<file path="config.mk">
export PLATFORM = sky130hd
export DESIGN_NAME = i2c_master_slave_sequencer_flat
export DESIGN_NICKNAME = d
export VERILOG_FILES = /design/src/rtl/ims_pkg.sv /design/src/rtl/ims_req_if.sv /design/src/rtl/ims_rsp_if.sv /design/src/rtl/ims_cfg_if.sv /design/src/rtl/ims_ram.sv /design/src/rtl/i2c_master_slave_sequencer.sv /design/src/flat_wrapper.sv
export SDC_FILE = /design/constraint.sdc
export NUM_CORES = 1
export LEC_CHECK = 0
export BUFFER_PORTS_ARGS = -buffer_cell sky130_fd_sc_hd__buf_4
export CAP_MARGIN = 20
export CORE_ASPECT_RATIO = 1.2
export CORE_MARGIN = 10
export CORE_UTILIZATION = 60
export DETAILED_ROUTE_END_ITERATION = 6
export GPL_ROUTABILITY_DRIVEN = 0
export PLACE_DENSITY = 0.84
export SLEW_MARGIN = 10
export SYNTH_ARGS = -nofsm -noshare
export SYNTH_HDL_FRONTEND = slang
export SYNTH_SLANG_ARGS = --single-unit
</file>
<file path="constraint.sdc">
create_clock -name clk -period 4.2 [get_ports clk]
set_input_delay 0.84 -clock clk [delete_from_list [all_inputs] [get_ports clk]]
set_output_delay 0.84 -clock clk [all_outputs]
set_load 0.01 [all_outputs]
</file>
<file path="src/rtl/ims_pkg.sv">
// Package for the I2C master/slave sequencer: item kinds, bus status codes,
// flag bits, completion kinds, mode and data-select types, buffer sizes and the result word type.
// No dependencies.
`timescale 1ns / 1ps
`default_nettype none
package ims_pkg;

    localparam int MASTER_DEPTH = 16;
    localparam int SLAVE_RX_LEN = 16;
    localparam int SLAVE_TX_LEN = 16;
    localparam int BUF_AW       = 4;

    localparam logic [2:0] KIND_WRITE  = 3'd0;
    localparam logic [2:0] KIND_READ   = 3'd1;
    localparam logic [2:0] KIND_MLOAD  = 3'd2;
    localparam logic [2:0] KIND_TLOAD  = 3'd3;
    localparam logic [2:0] KIND_STATUS = 3'd4;

    localparam logic [7:0] ST_MASK     = 8'hF8;
    localparam logic [7:0] ST_BUS_ERR  = 8'h00;
    localparam logic [7:0] ST_START    = 8'h08;
    localparam logic [7:0] ST_RESTART  = 8'h10;
    localparam logic [7:0] ST_W_ACK    = 8'h18;
    localparam logic [7:0] ST_W_NACK   = 8'h20;
    localparam logic [7:0] ST_DW_ACK   = 8'h28;
    localparam logic [7:0] ST_DW_NACK  = 8'h30;
    localparam logic [7:0] ST_LOST     = 8'h38;
    localparam logic [7:0] ST_R_ACK    = 8'h40;
    localparam logic [7:0] ST_R_NACK   = 8'h48;
    localparam logic [7:0] ST_DR_ACK   = 8'h50;
    localparam logic [7:0] ST_DR_NACK  = 8'h58;
    localparam logic [7:0] ST_SR_ADDR  = 8'h60;
    localparam logic [7:0] ST_SR_LOST  = 8'h68;
    localparam logic [7:0] ST_SR_GADDR = 8'h70;
    localparam logic [7:0] ST_SR_GLOST = 8'h78;
    localparam logic [7:0] ST_SR_DATA  = 8'h80;
    localparam logic [7:0] ST_SR_LAST  = 8'h88;
    localparam logic [7:0] ST_SR_GDATA = 8'h90;
    localparam logic [7:0] ST_SR_GLAST = 8'h98;
    localparam logic [7:0] ST_SR_STOP  = 8'hA0;
    localparam logic [7:0] ST_ST_ADDR  = 8'hA8;
    localparam logic [7:0] ST_ST_LOST  = 8'hB0;
    localparam logic [7:0] ST_ST_ACK   = 8'hB8;
    localparam logic [7:0] ST_ST_NACK  = 8'hC0;
    localparam logic [7:0] ST_ST_LAST  = 8'hC8;

    localparam logic [7:0] F_BUSY = 8'h01;
    localparam logic [7:0] F_INTR = 8'h02;
    localparam logic [7:0] F_BERR = 8'h04;
    localparam logic [7:0] F_NA   = 8'h08;
    localparam logic [7:0] F_NACK = 8'h10;
    localparam logic [7:0] F_LP   = 8'h20;

    localparam logic [2:0] COMP_NONE  = 3'd0;
    localparam logic [2:0] COMP_MDONE = 3'd1;
    localparam logic [2:0] COMP_MERR  = 3'd2;
    localparam logic [2:0] COMP_SRX   = 3'd3;
    localparam logic [2:0] COMP_STX   = 3'd4;

    typedef enum logic [1:0] {
        MODE_IDLE  = 2'd0,
        MODE_WRITE = 2'd1,
        MODE_READ  = 2'd2
    } mode_t;

    typedef enum logic [1:0] {
        DSEL_REG    = 2'd0,
        DSEL_MASTER = 2'd1,
        DSEL_TX     = 2'd2
    } dsel_t;

    typedef struct packed {
        logic       accepted;
        logic       send_start;
        logic       send_stop;
        logic       ack_enable;
        logic       advance;
        logic       drive_valid;
        logic [7:0] drive_byte;
        logic       rx_valid;
        logic [3:0] rx_index;
        logic [7:0] rx_byte;
        logic [2:0] completion;
        logic [7:0] status_flags;
    } rsp_t;

endpackage
`default_nettype wire

</file>
<file path="src/rtl/ims_req_if.sv">
// Input item channel of the sequencer: valid/ready plus the item fields.
// No dependencies.
`timescale 1ns / 1ps
`default_nettype none
interface ims_req_if;
    logic       valid;
    logic       ready;
    logic [2:0] kind;
    logic [7:0] target_address;
    logic [4:0] byte_count;
    logic [3:0] entry_index;
    logic [7:0] entry_value;
    logic [7:0] status_code;
    logic [7:0] bus_byte;

    modport source (output valid, kind, target_address, byte_count, entry_index,
                    entry_value, status_code, bus_byte, input ready);
    modport sink (input valid, kind, target_address, byte_count, entry_index,
                  entry_value, status_code, bus_byte, output ready);
endinterface
`default_nettype wire

</file>
<file path="src/rtl/ims_rsp_if.sv">
// Result channel of the sequencer: valid/ready plus the result fields.
// No dependencies.
`timescale 1ns / 1ps
`default_nettype none
interface ims_rsp_if;
    logic       valid;
    logic       ready;
    logic       accepted;
    logic       send_start;
    logic       send_stop;
    logic       ack_enable;
    logic       advance;
    logic       drive_valid;
    logic [7:0] drive_byte;
    logic       rx_valid;
    logic [3:0] rx_index;
    logic [7:0] rx_byte;
    logic [2:0] completion;
    logic [7:0] status_flags;

    modport source (output valid, accepted, send_start, send_stop, ack_enable, advance,
                    drive_valid, drive_byte, rx_valid, rx_index, rx_byte, completion,
                    status_flags, input ready);
    modport sink (input valid, accepted, send_start, send_stop, ack_enable, advance,
                  drive_valid, drive_byte, rx_valid, rx_index, rx_byte, completion,
                  status_flags, output ready);
endinterface
`default_nettype wire

</file>
<file path="src/rtl/ims_cfg_if.sv">
// Configuration write channel: valid/ready plus the slave_enable word.
// No dependencies.
`timescale 1ns / 1ps
`default_nettype none
interface ims_cfg_if;
    logic valid;
    logic ready;
    logic slave_enable;

    modport source (output valid, slave_enable, input ready);
    modport sink (input valid, slave_enable, output ready);
endinterface
`default_nettype wire

</file>
<file path="src/rtl/ims_ram.sv">
// Generic single-write, single-read RAM with registered read data.
// No dependencies.
`timescale 1ns / 1ps
`default_nettype none
module ims_ram #(
    parameter int AW = 4,
    parameter int DW = 8
) (
    input  wire logic          clk,
    input  wire logic          we,
    input  wire logic [AW-1:0] waddr,
    input  wire logic [DW-1:0] wdata,
    input  wire logic          re,
    input  wire logic [AW-1:0] raddr,
    output logic      [DW-1:0] rdata
);
    logic [DW-1:0] mem [2**AW];

    always_ff @(posedge clk)
    begin
        if (we)
        begin
            mem[waddr] <= wdata;
        end
        if (re)
        begin
            rdata <= mem[raddr];
        end
    end
endmodule
`default_nettype wire

</file>
<file path="src/rtl/i2c_master_slave_sequencer.sv">
// Top level of the I2C master/slave sequencer; uses ims_pkg, ims_ram and the
// ims_req_if, ims_rsp_if and ims_cfg_if channel interfaces.
// Stages: a result passes the buffer read stage, then the output register.
// Throughput: one word per cycle unless rsp.ready holds the output, set by
// the single read port of the master and TX buffer RAMs, read once per word.
// Reset: control state, flags and positions clear at once; buffers hold
// nothing defined until loaded, and no clearing pass runs.
`timescale 1ns / 1ps
`default_nettype none
module i2c_master_slave_sequencer
    import ims_pkg::*;
(
    input  wire logic clk,
    input  wire logic rst_n,
    ims_req_if.sink   req,
    ims_rsp_if.source rsp,
    ims_cfg_if.sink   cfg
);
    localparam logic [5:0] M_LIM  = 6'(MASTER_DEPTH);
    localparam logic [5:0] RX_LIM = 6'(SLAVE_RX_LEN);
    localparam logic [5:0] TX_LIM = 6'(SLAVE_TX_LEN);
    localparam logic       RX_ACK0 = (SLAVE_RX_LEN == 1) ? 1'b0 : 1'b1;
    localparam logic       TX_ACK0 = (SLAVE_TX_LEN == 1) ? 1'b0 : 1'b1;

    // Scalar state; all but se_reg update as each word is accepted
    logic       se_reg;
    mode_t      mode_reg, mode_next;
    logic [7:0] flags_reg, flags_next;
    logic [7:0] addr_reg, addr_next;
    logic [4:0] mpos_reg, mpos_next;
    logic [4:0] mcnt_reg, mcnt_next;
    logic [4:0] spos_reg, spos_next;

    // Read stage: result with the driven byte still pending from a buffer
    logic  s1_valid_reg;
    rsp_t  s1_reg, s1_next;
    dsel_t s1_dsel_reg, s1_dsel_next;
    logic  s1_dzero_reg, s1_dzero_next;

    // Output register
    logic o_valid_reg;
    rsp_t o_reg, o_next;

    logic s1_adv, req_fire;

    // Buffer ports
    logic              m_we, t_we, r_we;
    logic [BUF_AW-1:0] m_wa, t_wa, r_wa, m_ra, t_ra;
    logic [7:0]        m_wd, t_wd, r_wd, m_rd, t_rd, r_unused;

    assign cfg.ready = 1'b1;
    assign s1_adv    = !o_valid_reg || rsp.ready;
    assign req.ready = !s1_valid_reg || s1_adv;
    assign req_fire  = req.valid && req.ready;

    ims_ram #(.AW(BUF_AW), .DW(8)) u_master_buf (
        .clk(clk), .we(m_we && req_fire), .waddr(m_wa), .wdata(m_wd),
        .re(req_fire), .raddr(m_ra), .rdata(m_rd)
    );
    ims_ram #(.AW(BUF_AW), .DW(8)) u_tx_buf (
        .clk(clk), .we(t_we && req_fire), .waddr(t_wa), .wdata(t_wd),
        .re(req_fire), .raddr(t_ra), .rdata(t_rd)
    );
    // Slave receive buffer is written only; the received bytes leave via rx_byte
    ims_ram #(.AW(BUF_AW), .DW(8)) u_rx_buf (
        .clk(clk), .we(r_we && req_fire), .waddr(r_wa), .wdata(r_wd),
        .re(1'b0), .raddr(r_wa), .rdata(r_unused)
    );

    // Decode one word against the current state
    always_comb
    begin
        logic [7:0] fl;
        logic [7:0] a;
        logic [4:0] np;
        logic       mfin;
        logic       sfin;
        s1_next       = '0;
        s1_dsel_next  = DSEL_REG;
        s1_dzero_next = 1'b0;
        mode_next  = mode_reg;
        flags_next = flags_reg;
        addr_next  = addr_reg;
        mpos_next  = mpos_reg;
        mcnt_next  = mcnt_reg;
        spos_next  = spos_reg;
        m_we = 1'b0;
        t_we = 1'b0;
        r_we = 1'b0;
        m_wa = req.entry_index;
        m_wd = req.entry_value;
        t_wa = req.entry_index;
        t_wd = req.entry_value;
        r_wa = spos_reg[BUF_AW-1:0];
        r_wd = req.bus_byte;
        m_ra = mpos_reg[BUF_AW-1:0];
        t_ra = '0;
        fl   = flags_reg;
        a    = addr_reg;
        np   = '0;
        mfin = 1'b0;
        sfin = 1'b0;

        unique case (req.kind)
            KIND_WRITE, KIND_READ:
            begin
                if ((flags_reg & F_BUSY) == 8'h00)
                begin
                    mpos_next  = '0;
                    addr_next  = req.target_address;
                    mcnt_next  = req.byte_count;
                    mode_next  = (req.kind == KIND_WRITE) ? MODE_WRITE : MODE_READ;
                    flags_next = F_BUSY;
                    fl         = F_BUSY;
                    s1_next.accepted   = 1'b1;
                    s1_next.send_start = 1'b1;
                    s1_next.advance    = 1'b1;
                end
            end
            KIND_MLOAD:
            begin
                m_we = ({2'b00, req.entry_index} < M_LIM);
            end
            KIND_TLOAD:
            begin
                t_we = ({2'b00, req.entry_index} < TX_LIM);
            end
            KIND_STATUS:
            begin
                unique case (req.status_code & ST_MASK)
                    ST_BUS_ERR:
                    begin
                        fl = fl | F_BERR;
                        s1_next.send_stop  = 1'b1;
                        s1_next.ack_enable = se_reg;
                        s1_next.advance    = 1'b1;
                        s1_next.completion = COMP_MERR;
                        mfin = 1'b1;
                    end
                    ST_START, ST_RESTART:
                    begin
                        a = (mode_reg == MODE_READ) ? (addr_reg | 8'h01) : (addr_reg & 8'hFE);
                        addr_next = a;
                        s1_next.drive_valid = 1'b1;
                        s1_next.drive_byte  = a;
                        s1_next.ack_enable  = se_reg;
                        s1_next.advance     = 1'b1;
                    end
                    ST_W_ACK, ST_DW_ACK:
                    begin
                        if (mode_reg == MODE_WRITE)
                        begin
                            // Data-ack with the count reached ends the write
                            if ((req.status_code & ST_MASK) == ST_DW_ACK && mpos_reg >= mcnt_reg)
                            begin
                                s1_next.send_stop  = 1'b1;
                                s1_next.ack_enable = se_reg;
                                s1_next.advance    = 1'b1;
                                s1_next.completion = COMP_MDONE;
                                mfin = 1'b1;
                            end
                            else
                            begin
                                s1_dsel_next  = DSEL_MASTER;
                                s1_dzero_next = !({1'b0, mpos_reg} < M_LIM);
                                s1_next.drive_valid = 1'b1;
                                mpos_next = (mpos_reg == 5'd31) ? mpos_reg : mpos_reg + 5'd1;
                                s1_next.ack_enable = se_reg;
                                s1_next.advance    = 1'b1;
                            end
                        end
                    end
                    ST_W_NACK, ST_R_NACK:
                    begin
                        fl = fl | F_NA;
                        s1_next.send_stop  = 1'b1;
                        s1_next.ack_enable = se_reg;
                        s1_next.advance    = 1'b1;
                        s1_next.completion = COMP_MERR;
                        mfin = 1'b1;
                    end
                    ST_DW_NACK:
                    begin
                        fl = fl | F_NACK;
                        s1_next.send_stop  = 1'b1;
                        s1_next.ack_enable = se_reg;
                        s1_next.advance    = 1'b1;
                        s1_next.completion = COMP_MDONE;
                        mfin = 1'b1;
                    end
                    ST_LOST:
                    begin
                        fl = fl | F_LP;
                        mpos_next = '0;
                        s1_next.send_start = 1'b1;
                        s1_next.ack_enable = se_reg;
                        s1_next.advance    = 1'b1;
                    end
                    ST_R_ACK:
                    begin
                        s1_next.ack_enable =
                            !(({1'b0, mpos_reg} + 6'd1) >= {1'b0, mcnt_reg});
                        s1_next.advance = 1'b1;
                    end
                    ST_DR_ACK, ST_DR_NACK:
                    begin
                        m_we = ({1'b0, mpos_reg} < M_LIM);
                        m_wa = mpos_reg[BUF_AW-1:0];
                        m_wd = req.bus_byte;
                        s1_next.rx_valid = 1'b1;
                        s1_next.rx_index = mpos_reg[3:0];
                        s1_next.rx_byte  = req.bus_byte;
                        s1_next.advance  = 1'b1;
                        if ((req.status_code & ST_MASK) == ST_DR_ACK)
                        begin
                            np = (mpos_reg == 5'd31) ? mpos_reg : mpos_reg + 5'd1;
                            mpos_next = np;
                            s1_next.ack_enable = !(({1'b0, np} + 6'd1) >= {1'b0, mcnt_reg});
                        end
                        else
                        begin
                            s1_next.send_stop  = 1'b1;
                            s1_next.ack_enable = se_reg;
                            s1_next.completion = COMP_MDONE;
                            mfin = 1'b1;
                        end
                    end
                    ST_SR_LOST, ST_SR_GLOST, ST_SR_ADDR, ST_SR_GADDR:
                    begin
                        if ((req.status_code & ST_MASK) == ST_SR_LOST ||
                            (req.status_code & ST_MASK) == ST_SR_GLOST)
                        begin
                            fl = fl | F_LP | F_INTR;
                            mpos_next = '0;
                        end
                        fl = fl | F_BUSY;
                        spos_next = '0;
                        s1_next.ack_enable = RX_ACK0;
                        s1_next.advance    = 1'b1;
                    end
                    ST_SR_DATA, ST_SR_GDATA, ST_SR_LAST, ST_SR_GLAST:
                    begin
                        r_we = ({1'b0, spos_reg} < RX_LIM);
                        s1_next.rx_valid = 1'b1;
                        s1_next.rx_index = spos_reg[3:0];
                        s1_next.rx_byte  = req.bus_byte;
                        if ((req.status_code & ST_MASK) == ST_SR_DATA ||
                            (req.status_code & ST_MASK) == ST_SR_GDATA)
                        begin
                            np = (spos_reg == 5'd31) ? spos_reg : spos_reg + 5'd1;
                            spos_next = np;
                            s1_next.ack_enable = !(({1'b0, np} + 6'd1) >= RX_LIM);
                            s1_next.advance    = 1'b1;
                        end
                        else
                        begin
                            s1_next.completion = COMP_SRX;
                            sfin = 1'b1;
                        end
                    end
                    ST_SR_STOP:
                    begin
                        s1_next.ack_enable = 1'b1;
                        s1_next.advance    = 1'b1;
                    end
                    ST_ST_LOST, ST_ST_ADDR:
                    begin
                        if ((req.status_code & ST_MASK) == ST_ST_LOST)
                        begin
                            fl = fl | F_LP | F_INTR;
                            mpos_next = '0;
                        end
                        spos_next = '0;
                        s1_dsel_next = DSEL_TX;
                        t_ra = '0;
                        s1_next.drive_valid = 1'b1;
                        s1_next.ack_enable  = TX_ACK0;
                        s1_next.advance     = 1'b1;
                    end
                    ST_ST_ACK:
                    begin
                        np = (spos_reg == 5'd31) ? spos_reg : spos_reg + 5'd1;
                        spos_next = np;
                        s1_dsel_next  = DSEL_TX;
                        s1_dzero_next = !({1'b0, np} < TX_LIM);
                        t_ra = np[BUF_AW-1:0];
                        s1_next.drive_valid = 1'b1;
                        s1_next.ack_enable  = !(({1'b0, np} + 6'd1) >= TX_LIM);
                        s1_next.advance     = 1'b1;
                    end
                    ST_ST_NACK, ST_ST_LAST:
                    begin
                        s1_next.completion = COMP_STX;
                        sfin = 1'b1;
                    end
                    default:
                    begin
                    end
                endcase
            end
            default:
            begin
            end
        endcase

        // Report flags after this word's update, before any completion clears them
        s1_next.status_flags = fl;
        flags_next = (req.kind == KIND_STATUS) ? fl : flags_next;
        if (mfin)
        begin
            flags_next = '0;
            mode_next  = MODE_IDLE;
        end
        if (sfin)
        begin
            // On slave completion, resume an interrupted master transfer with a fresh start; else go idle
            s1_next.ack_enable = 1'b1;
            s1_next.advance    = 1'b1;
            if ((fl & F_INTR) != 8'h00)
            begin
                flags_next = fl & ~F_INTR;
                s1_next.send_start = 1'b1;
            end
            else
            begin
                flags_next = '0;
                mode_next  = MODE_IDLE;
            end
        end
    end

    // Merge the buffer read data into the result
    always_comb
    begin
        o_next = s1_reg;
        unique case (s1_dsel_reg)
            DSEL_MASTER: o_next.drive_byte = s1_dzero_reg ? 8'h00 : m_rd;
            DSEL_TX:     o_next.drive_byte = s1_dzero_reg ? 8'h00 : t_rd;
            default:     o_next.drive_byte = s1_reg.drive_byte;
        endcase
    end

    always_ff @(posedge clk or negedge rst_n)
    begin
        if (!rst_n)
        begin
            se_reg       <= 1'b0;
            mode_reg     <= MODE_IDLE;
            flags_reg    <= '0;
            addr_reg     <= '0;
            mpos_reg     <= '0;
            mcnt_reg     <= '0;
            spos_reg     <= '0;
            s1_valid_reg <= 1'b0;
            o_valid_reg  <= 1'b0;
        end
        else
        begin
            if (cfg.valid)
            begin
                se_reg <= cfg.slave_enable;
            end
            if (req_fire)
            begin
                mode_reg  <= mode_next;
                flags_reg <= flags_next;
                addr_reg  <= addr_next;
                mpos_reg  <= mpos_next;
                mcnt_reg  <= mcnt_next;
                spos_reg  <= spos_next;
            end
            if (req.ready)
            begin
                s1_valid_reg <= req.valid;
            end
            if (s1_adv)
            begin
                o_valid_reg <= s1_valid_reg;
            end
        end
    end

    // Payload registers: load on advance, no reset
    always_ff @(posedge clk)
    begin
        if (req_fire)
        begin
            s1_reg       <= s1_next;
            s1_dsel_reg  <= s1_dsel_next;
            s1_dzero_reg <= s1_dzero_next;
        end
        if (s1_adv && s1_valid_reg)
        begin
            o_reg <= o_next;
        end
    end

    assign rsp.valid        = o_valid_reg;
    assign rsp.accepted     = o_reg.accepted;
    assign rsp.send_start   = o_reg.send_start;
    assign rsp.send_stop    = o_reg.send_stop;
    assign rsp.ack_enable   = o_reg.ack_enable;
    assign rsp.advance      = o_reg.advance;
    assign rsp.drive_valid  = o_reg.drive_valid;
    assign rsp.drive_byte   = o_reg.drive_byte;
    assign rsp.rx_valid     = o_reg.rx_valid;
    assign rsp.rx_index     = o_reg.rx_index;
    assign rsp.rx_byte      = o_reg.rx_byte;
    assign rsp.completion   = o_reg.completion;
    assign rsp.status_flags = o_reg.status_flags;
endmodule
`default_nettype wire
</file>
<file path="src/flat_wrapper.sv">
// flat-port wrapper written by rule: the top's interface ports become plain ports
module i2c_master_slave_sequencer_flat import ims_pkg::*;
  (clk, rst_n, req_valid, req_kind, req_target_address, req_byte_count, req_entry_index, req_entry_value, req_status_code, req_bus_byte, req_ready, rsp_valid, rsp_accepted, rsp_send_start, rsp_send_stop, rsp_ack_enable, rsp_advance, rsp_drive_valid, rsp_drive_byte, rsp_rx_valid, rsp_rx_index, rsp_rx_byte, rsp_completion, rsp_status_flags, rsp_ready, cfg_valid, cfg_slave_enable, cfg_ready);
  ims_req_if req_i ();
  ims_rsp_if rsp_i ();
  ims_cfg_if cfg_i ();
  input  wire logic clk;
  input  wire logic rst_n;
  input wire logic [$bits(req_i.valid)-1:0] req_valid;
  input wire logic [$bits(req_i.kind)-1:0] req_kind;
  input wire logic [$bits(req_i.target_address)-1:0] req_target_address;
  input wire logic [$bits(req_i.byte_count)-1:0] req_byte_count;
  input wire logic [$bits(req_i.entry_index)-1:0] req_entry_index;
  input wire logic [$bits(req_i.entry_value)-1:0] req_entry_value;
  input wire logic [$bits(req_i.status_code)-1:0] req_status_code;
  input wire logic [$bits(req_i.bus_byte)-1:0] req_bus_byte;
  output wire logic [$bits(req_i.ready)-1:0] req_ready;
  output wire logic [$bits(rsp_i.valid)-1:0] rsp_valid;
  output wire logic [$bits(rsp_i.accepted)-1:0] rsp_accepted;
  output wire logic [$bits(rsp_i.send_start)-1:0] rsp_send_start;
  output wire logic [$bits(rsp_i.send_stop)-1:0] rsp_send_stop;
  output wire logic [$bits(rsp_i.ack_enable)-1:0] rsp_ack_enable;
  output wire logic [$bits(rsp_i.advance)-1:0] rsp_advance;
  output wire logic [$bits(rsp_i.drive_valid)-1:0] rsp_drive_valid;
  output wire logic [$bits(rsp_i.drive_byte)-1:0] rsp_drive_byte;
  output wire logic [$bits(rsp_i.rx_valid)-1:0] rsp_rx_valid;
  output wire logic [$bits(rsp_i.rx_index)-1:0] rsp_rx_index;
  output wire logic [$bits(rsp_i.rx_byte)-1:0] rsp_rx_byte;
  output wire logic [$bits(rsp_i.completion)-1:0] rsp_completion;
  output wire logic [$bits(rsp_i.status_flags)-1:0] rsp_status_flags;
  input wire logic [$bits(rsp_i.ready)-1:0] rsp_ready;
  input wire logic [$bits(cfg_i.valid)-1:0] cfg_valid;
  input wire logic [$bits(cfg_i.slave_enable)-1:0] cfg_slave_enable;
  output wire logic [$bits(cfg_i.ready)-1:0] cfg_ready;
  assign req_i.valid = req_valid;
  assign req_i.kind = req_kind;
  assign req_i.target_address = req_target_address;
  assign req_i.byte_count = req_byte_count;
  assign req_i.entry_index = req_entry_index;
  assign req_i.entry_value = req_entry_value;
  assign req_i.status_code = req_status_code;
  assign req_i.bus_byte = req_bus_byte;
  assign req_ready = req_i.ready;
  assign rsp_valid = rsp_i.valid;
  assign rsp_accepted = rsp_i.accepted;
  assign rsp_send_start = rsp_i.send_start;
  assign rsp_send_stop = rsp_i.send_stop;
  assign rsp_ack_enable = rsp_i.ack_enable;
  assign rsp_advance = rsp_i.advance;
  assign rsp_drive_valid = rsp_i.drive_valid;
  assign rsp_drive_byte = rsp_i.drive_byte;
  assign rsp_rx_valid = rsp_i.rx_valid;
  assign rsp_rx_index = rsp_i.rx_index;
  assign rsp_rx_byte = rsp_i.rx_byte;
  assign rsp_completion = rsp_i.completion;
  assign rsp_status_flags = rsp_i.status_flags;
  assign rsp_i.ready = rsp_ready;
  assign cfg_i.valid = cfg_valid;
  assign cfg_i.slave_enable = cfg_slave_enable;
  assign cfg_ready = cfg_i.ready;
  i2c_master_slave_sequencer u_core (.clk(clk), .rst_n(rst_n), .req(req_i), .rsp(rsp_i), .cfg(cfg_i));
endmodule
</file>
Yosys cells after proc, flatten, opt, wreduce, memory -nomap -nowiden
Memory sizes are Yosys's and may differ from the RTL's. A register that Yosys moved wholly into a read port is not among the register bits.
Cells that the tools add are included.

operators by class
  add/sub/neg operators = 5
  magnitude comparators = 6
  eq/ne operators = 44
  multiplexer cells = 83
  reduce and logical (&&, ||, !) cells = 44

operators by type and width
  kind                                           number
  two-way mux 8 bit                              12
  == test 5 bit, second input constant           12
  case mux 8 bit (2 select lines)                3
  two-way mux 5 bit                              9
  == test 5 x 4 -> 1 bit, second input constant  8
  case mux 6 bit (6 select lines)                1
  case mux 13 bit (2 select lines)               1
  two-way mux 1 bit                              25
  case mux 5 bit (5 select lines)                1
  == test 5 x 3 -> 1 bit, second input constant  4
  two-way mux 2 bit                              10
  two-way mux 4 bit                              5
  adder 5 x 1 -> 6 bit, second input constant    3
  case mux 3 bit (6 select lines)                1
  logical NOT 8 bit                              2
  case mux 5 bit (3 select lines)                1
  case mux 2 bit (7 select lines)                1
  OR reduction 2 bit                             7
  OR reduction 7 bit                             2
  greater-or-equal comparator 6 x 5 -> 1 bit     2
  two-way mux 6 bit                              2
  != test 3 x 2 -> 1 bit, second input constant  4
  case mux 1 bit (2 select lines)                6
  OR reduction 4 bit                             3
  33 further kinds                               57

word-level totals
  bits in registers = 115
  memory bits (writable) = 256
  output and inout port bits = 41
  memories kept = 2

memories
  memory                   words  width  read ports  clocked after Yosys merged registers in  wr ports  line           RTL
  u_core.u_master_buf.mem  16     8      1           1                                        1         ims_ram.sv:17  logic [DW-1:0] mem [2**AW];
  u_core.u_tx_buf.mem      16     8      1           1                                        1         ims_ram.sv:17

Logic depth before layout (Yosys ltp)
  word-level depth = 9
  depth in mapped cells = 16
  gate-level depth less buffers = 15

Modules after synthesis
From an unflattened synthesis, not the netlist that was laid out.

unflattened totals
  cells, all modules = 1006
  area total of the unflattened synthesis = 16300.6 µm²

modules (own cells, without submodules)
  module                      times used  cells an instance  area each (µm²)  sequential area each (µm²)
  ims_ram                     2           229                5227.5           4083.9
  i2c_master_slave_sequencer  1           548                5845.6           3248.1

Worst setup path before layout
Ideal clock, no wire load.

  path kind = input-to-reg
  start = in rsp_ready
  end = mem u_core.u_tx_buf.mem[12][0], enable pin
  data arrival time = 3512 ps
  path slack = 304 ps
  stages = 7
  path buffers = 0
  cells stage by stage = nand3b_1 nand2_1 inv_1 nand2_1 nor2_1 nand3_1 nor3_1

on the way
  word-level cells in the longest chain between the ends = 6

RTL lines
  item                                     line                              RTL
  from (decl)                              flat_wrapper.sv:31                input wire logic [$bits(rsp_i.ready)-1:0] rsp_ready;
  logical OR 1 bit                         i2c_master_slave_sequencer.sv:52  assign s1_adv = !o_valid_reg || rsp.ready;
  logical OR 1 bit                         i2c_master_slave_sequencer.sv:53  assign req.ready = !s1_valid_reg || s1_adv;
  logical AND 1 bit                        i2c_master_slave_sequencer.sv:54  assign req_fire = req.valid && req.ready;
  net u_core.req_fire                      i2c_master_slave_sequencer.sv:44  logic s1_adv, req_fire;
  logical AND 1 bit                        i2c_master_slave_sequencer.sv:61  .clk(clk), .we(t_we && req_fire), .waddr(t_wa), .wdata(t_wd),
  two-way mux 1 bit                        ims_ram.sv:21                     if (we)
  two-way mux 1 bit (implied by the code)  ims_ram.sv:23                     mem[waddr] <= wdata;
  to (decl)                                ims_ram.sv:17

The timed path passes the listed nets, and every way through them passes these cells.

Final worst setup path
  start = reg u_core.spos_reg[0]
  end = reg u_core.u_tx_buf.rdata[0], read port of u_core.u_tx_buf.mem, data pin

on the way
  word-level cells in the longest chain between the ends = 4

RTL lines
  item                                                   line                               RTL
  from (decl)                                            i2c_master_slave_sequencer.sv:32   logic [4:0] spos_reg, spos_next;
  from (signal assigned)                                 i2c_master_slave_sequencer.sv:370  spos_reg <= spos_next;
  adder 5 x 1 -> 5 bit or == test 5 bit (tied branches)  i2c_master_slave_sequencer.sv:282  np = (spos_reg == 5'd31) ? spos_reg : spos_reg + 5'd1;
  two-way mux 5 bit (*)                                  i2c_master_slave_sequencer.sv:282
  two-way mux 4 bit (*)                                  i2c_master_slave_sequencer.sv:130  unique case (req.status_code & ST_MASK)
  two-way mux 4 bit (*)                                  i2c_master_slave_sequencer.sv:104  unique case (req.kind)
  to (decl)                                              ims_ram.sv:15                      output logic [DW-1:0] rdata

Mark *: on every way between the ends. The rest lies on a longest branch, timed or not.
A chain may end at the register's enable or synchronous reset.

==> run_summary.xml <==
<?xml version="1.0" encoding="UTF-8"?>
<metrics>
  <group name="outcome">
    <metric name="run_status" unit="">complete, no violations</metric>
  </group>
  <group name="pwr">
    <metric name="leakage" unit="nW">6.58</metric>
    <metric name="finalPower" unit="mW">8.52</metric>
    <metric name="power-per-cell-area" unit="mW/mm²">453</metric>
    <metric name="vdd_drop_max" unit="V">0.000337</metric>
  </group>
  <group name="clock_network">
    <metric name="clkSinkCount" unit="">386</metric>
    <metric name="cts_h_tree_depth" unit="">2</metric>
    <metric name="clockRootBuffer" unit="">sky130_fd_sc_hd__clkbuf_16</metric>
    <metric name="cts.reportedPaths.clkPinSlew" unit="ps">60</metric>
    <metric name="clock_insertion_delay_worst_skew" unit="ps">530</metric>
    <metric name="post_cts_buffers" unit="">0</metric>
    <metric name="numCtsBuffers" unit="">38</metric>
    <metric name="max-clock-path-buffers" unit="">3</metric>
    <metric name="count_of_cells_resized_by_post_cts_repair" unit="">0</metric>
    <metric name="cts-hold-fix-buffers" unit="">0</metric>
    <metric name="tritoncts" unit="">done</metric>
  </group>
  <group name="die">
    <metric name="fp.dieArea" unit="mm²">0.0344</metric>
    <metric name="die-height" unit="µm">201</metric>
    <metric name="rows" unit="">66</metric>
    <metric name="boundaryPins" unit="">91</metric>
    <metric name="die_w" unit="µm">171</metric>
    <metric name="initial_core_util" unit="">0.606</metric>
    <metric name="floorplan.core_area" unit="mm²">0.0271</metric>
  </group>
  <group name="sta">
    <metric name="setup_tns" unit="ps">0</metric>
    <metric name="period_minus_slack" unit="ps">3710</metric>
    <metric name="clock-skew-final" unit="ps">21.3</metric>
    <metric name="final_critical_path_setup_slack" unit="ps">492</metric>
    <metric name="maxSlewHeadroom" unit="">0.334</metric>
    <metric name="slew_violations" unit="">0</metric>
    <metric name="timing_worst_slew_pin_value" unit="ps">991</metric>
    <metric name="setup_viol_count_final" unit="">0</metric>
    <metric name="fmax" unit="GHz">0.270</metric>
    <metric name="rsz0062_at_grt" unit="">no</metric>
    <metric name="report.final.hold_viol_count" unit="">0</metric>
    <metric name="min_period_over_period" unit="">0.883</metric>
  </group>
  <group name="finish">
    <metric name="insertedDiodeCount" unit="">0</metric>
    <metric name="final_common_cell" unit="">sky130_fd_sc_hd__edfxtp_1</metric>
    <metric name="fin_cells" unit="">1600</metric>
    <metric name="drive_above_1_share" unit="">0.208</metric>
    <metric name="area.sequential" unit="mm²">0.0114</metric>
    <metric name="finalNetCount" unit="">1303</metric>
    <metric name="final_cell_mix" unit="">sky130_fd_sc_hd__edfxtp_1, sky130_fd_sc_hd__buf_4, sky130_fd_sc_hd__nand2_1</metric>
    <metric name="areaGrowthSynthToFinish" unit="%">14.6</metric>
    <metric name="utilization" unit="">0.695</metric>
    <metric name="multi_input_area" unit="mm²">0.00467</metric>
    <metric name="n_fill_cell" unit="">1703</metric>
  </group>
  <group name="grt">
    <metric name="grt_pass1_wl" unit="µm">58500</metric>
    <metric name="global_route.usage.total" unit="">0.220</metric>
    <metric name="largest_net_degree_at_the_start_of_global_routing" unit="">43</metric>
    <metric name="grt_remaining_overflow" unit="">0</metric>
    <metric name="grt_pass1_vias" unit="">10100</metric>
    <metric name="grt_antenna_before_repair" unit="">2</metric>
  </group>
  <group name="routing">
    <metric name="wirelength" unit="µm">38400</metric>
    <metric name="first_iter_violations" unit="">1418</metric>
    <metric name="routed-via-count" unit="">10300</metric>
    <metric name="post_drt_via_cell_ratio" unit="">6.42</metric>
    <metric name="antenna_violating_nets_post_route" unit="">0</metric>
    <metric name="wire_per_inst" unit="µm">24.0</metric>
    <metric name="detailedRoute.firstPassIterationCount" unit="">6</metric>
    <metric name="drc" unit="">0</metric>
  </group>
  <group name="setup_path">
    <metric name="critical_path.max_fanout" unit="">16</metric>
    <metric name="cp_data_arrival_time" unit="ps">3960</metric>
    <metric name="end_kind" unit="">register</metric>
    <metric name="worst_ep_required_time" unit="ps">4450</metric>
    <metric name="critPathLaunchType" unit="">register</metric>
    <metric name="crit_type" unit="">reg2reg</metric>
    <metric name="critical_path.max_stage_delay" unit="ps">700</metric>
    <metric name="slowest_stage" unit="">sky130_fd_sc_hd__dfrtp_1</metric>
    <metric name="critical_path.cell_chain" unit="">ha_1 -&gt; nand4_1 -&gt; mux2_2 -&gt; nand2_1 -&gt; a21oi_1 -&gt; a2111oi_0 -&gt; a211oi_2</metric>
  </group>
  <group name="synthesis">
    <metric name="post_synth.cell_area_avg" unit="µm²">14.5</metric>
    <metric name="synth_enable_flop_cells" unit="">351</metric>
    <metric name="syn_nets" unit="">1201</metric>
    <metric name="synth.yosys.seq_area_share" unit="">0.695</metric>
    <metric name="flop_and_latch_count_out_of_synthesis" unit="">386</metric>
    <metric name="synthDistinctLibCells" unit="">64</metric>
    <metric name="synth-main-ff-cell" unit="">sky130_fd_sc_hd__edfxtp_1</metric>
    <metric name="area_of_the_mapped_netlist" unit="mm²">0.0164</metric>
    <metric name="netlist_instances" unit="">1129</metric>
    <metric name="synth.yosys.warnings" unit="">0</metric>
    <metric name="ys_async_sr_fraction" unit="">0.0907</metric>
  </group>
  <group name="placed_design">
    <metric name="place.port_buffers" unit="">85</metric>
    <metric name="dpl_worst_slack" unit="ps">509</metric>
    <metric name="dp.cells" unit="">1531</metric>
    <metric name="post-dp-hpwl" unit="µm">25900</metric>
  </group>
  <group name="min_path">
    <metric name="timing.hold.worst.class" unit="">in2async</metric>
  </group>
  <group name="run">
    <metric name="max-cap-violations" unit="">0</metric>
  </group>
</metrics>
## cells by family (layout without fill, tap and decap cells)
logic type | Yosys count | after routing | synth area share
buffers and inverters | 88 | 219 | 0.0212
other | 1 | 1 | 0.000228
muxes | 70 | 70 | 0.0747
DFF | 386 | 386 | 0.695
and+or+nand+nor | 349 | 349 | 0.103
xor gates and xnor gates | 11 | 11 | 0.00587
AOI/OAI and AO/OA | 202 | 202 | 0.0834
adders and majority gates | 22 | 22 | 0.0168
## layer usage
metal / up-vias / global-route usage / share of wire
li1: 4512 / - / -
met1: 5057 / 0.278 / 0.37
met2: 581 / 0.365 / 0.50
met3: 119 / 0.0396 / 0.093
met4: 4 / 0.0902 / 0.041
met5: - / 0 / 0.00089
## where the power goes
part	internal, mW	total (mW)	switching [mW]
logic	0.270	0.733	0.463
registers	4.32	4.39	0.0785
clock network	1.99	3.39	1.40
## critical path, delay by kind of cell (launching register included)
kind	cells	cell delay, ps
AO/OA/AOI/OAI	3	810
adder cells (fa/ha/maj)	1	380
flip-flops	1	700
AND/OR/NAND/NOR	2	1010
multiplexers	1	530
## synthesized netlist by cell type, types with 3 or more instances
cell type                     n  area share
sky130_fd_sc_hd__edfxtp_1   351        0.64
sky130_fd_sc_hd__a32o_1       3      0.0018
sky130_fd_sc_hd__o21ai_0     47       0.014
sky130_fd_sc_hd__buf_1       14      0.0032
sky130_fd_sc_hd__xnor2_1      8      0.0043
sky130_fd_sc_hd__a2bb2oi_1    3      0.0016
sky130_fd_sc_hd__and3_1       4      0.0015
sky130_fd_sc_hd__a22oi_1      9      0.0041
sky130_fd_sc_hd__o211ai_1    13      0.0059
sky130_fd_sc_hd__nand3b_1     4      0.0018
sky130_fd_sc_hd__clkbuf_1    43      0.0098
sky130_fd_sc_hd__a2111oi_0    5      0.0027
sky130_fd_sc_hd__inv_1       24      0.0055
sky130_fd_sc_hd__nand2_1    103       0.024
sky130_fd_sc_hd__o22ai_1      5      0.0019
sky130_fd_sc_hd__mux4_2      40       0.055
sky130_fd_sc_hd__o32ai_1      4      0.0021
sky130_fd_sc_hd__o31ai_1      3      0.0014
sky130_fd_sc_hd__a21o_1       9      0.0041
sky130_fd_sc_hd__a31oi_1      5      0.0019
sky130_fd_sc_hd__nor2_1      85       0.019
sky130_fd_sc_hd__and2_1      23      0.0088
sky130_fd_sc_hd__nor3_1      49       0.015
sky130_fd_sc_hd__a211oi_1     8      0.0037
sky130_fd_sc_hd__or3_1        4      0.0015
sky130_fd_sc_hd__dfrtp_1     35       0.053
sky130_fd_sc_hd__nor3_2       3      0.0018
sky130_fd_sc_hd__xor2_1       3      0.0016
sky130_fd_sc_hd__buf_2        5      0.0015
sky130_fd_sc_hd__nand2b_1    18      0.0069
sky130_fd_sc_hd__a22o_1      11      0.0059
sky130_fd_sc_hd__nand3_1     18      0.0055
sky130_fd_sc_hd__a211oi_2     3      0.0023
sky130_fd_sc_hd__or2_2        6      0.0023
sky130_fd_sc_hd__mux2_2      20       0.014
sky130_fd_sc_hd__ha_1        22       0.017
sky130_fd_sc_hd__a21oi_1     44       0.013
sky130_fd_sc_hd__a221o_1      8      0.0049
sky130_fd_sc_hd__nor2b_1     12      0.0046
sky130_fd_sc_hd__mux2i_1     10      0.0061
sky130_fd_sc_hd__nor3b_1      8      0.0037
sky130_fd_sc_hd__o2bb2ai_1    3      0.0016
sky130_fd_sc_hd__o21a_1       5      0.0023
## worst paths after layout
path,start,to,slack [ps],cells after the start
setup / recovery,u_core.spos_reg[0]$_DFFE_PN0P_,u_core.u_tx_buf.rdata[0]$_DFFE_PP_,490,7
hold / removal,rst_n,u_core.addr_reg[5]$_DFFE_PN0P_,270,1
setup reg to reg,u_core.spos_reg[0]$_DFFE_PN0P_,u_core.u_tx_buf.rdata[0]$_DFFE_PP_,490,7
hold reg to reg,u_core.o_next[0]$_DFFE_PP_,u_core.rsp.status_flags[0]$_DFFE_PP_,420,0
max in group asynchronous,rst_n,u_core.mpos_reg[0]$_DFFE_PN0P_,3560,1
min in group clk,u_core.o_next[0]$_DFFE_PP_,u_core.rsp.status_flags[0]$_DFFE_PP_,420,0
## area by class of cell
class,instances,share of cell area
Sequential cell,386,0.607
Multi-Input combinational cell,655,0.248
Clock buffer,49,0.0544
Timing Repair Buffer,126,0.0503
Tap cell,340,0.0226
Clock inverter,20,0.0130
Inverter,24,0.00479
## through the flow
step / instance area, µm² / hold WS (ps)
finish: 18800 / 266
global route: 18800 / 290
CTS: 18800 / 274
detailed placement: 17600 / 405
global placement: 17600 / 401
floorplan: 16400 / 400
(Power assumes the default switching activity.)
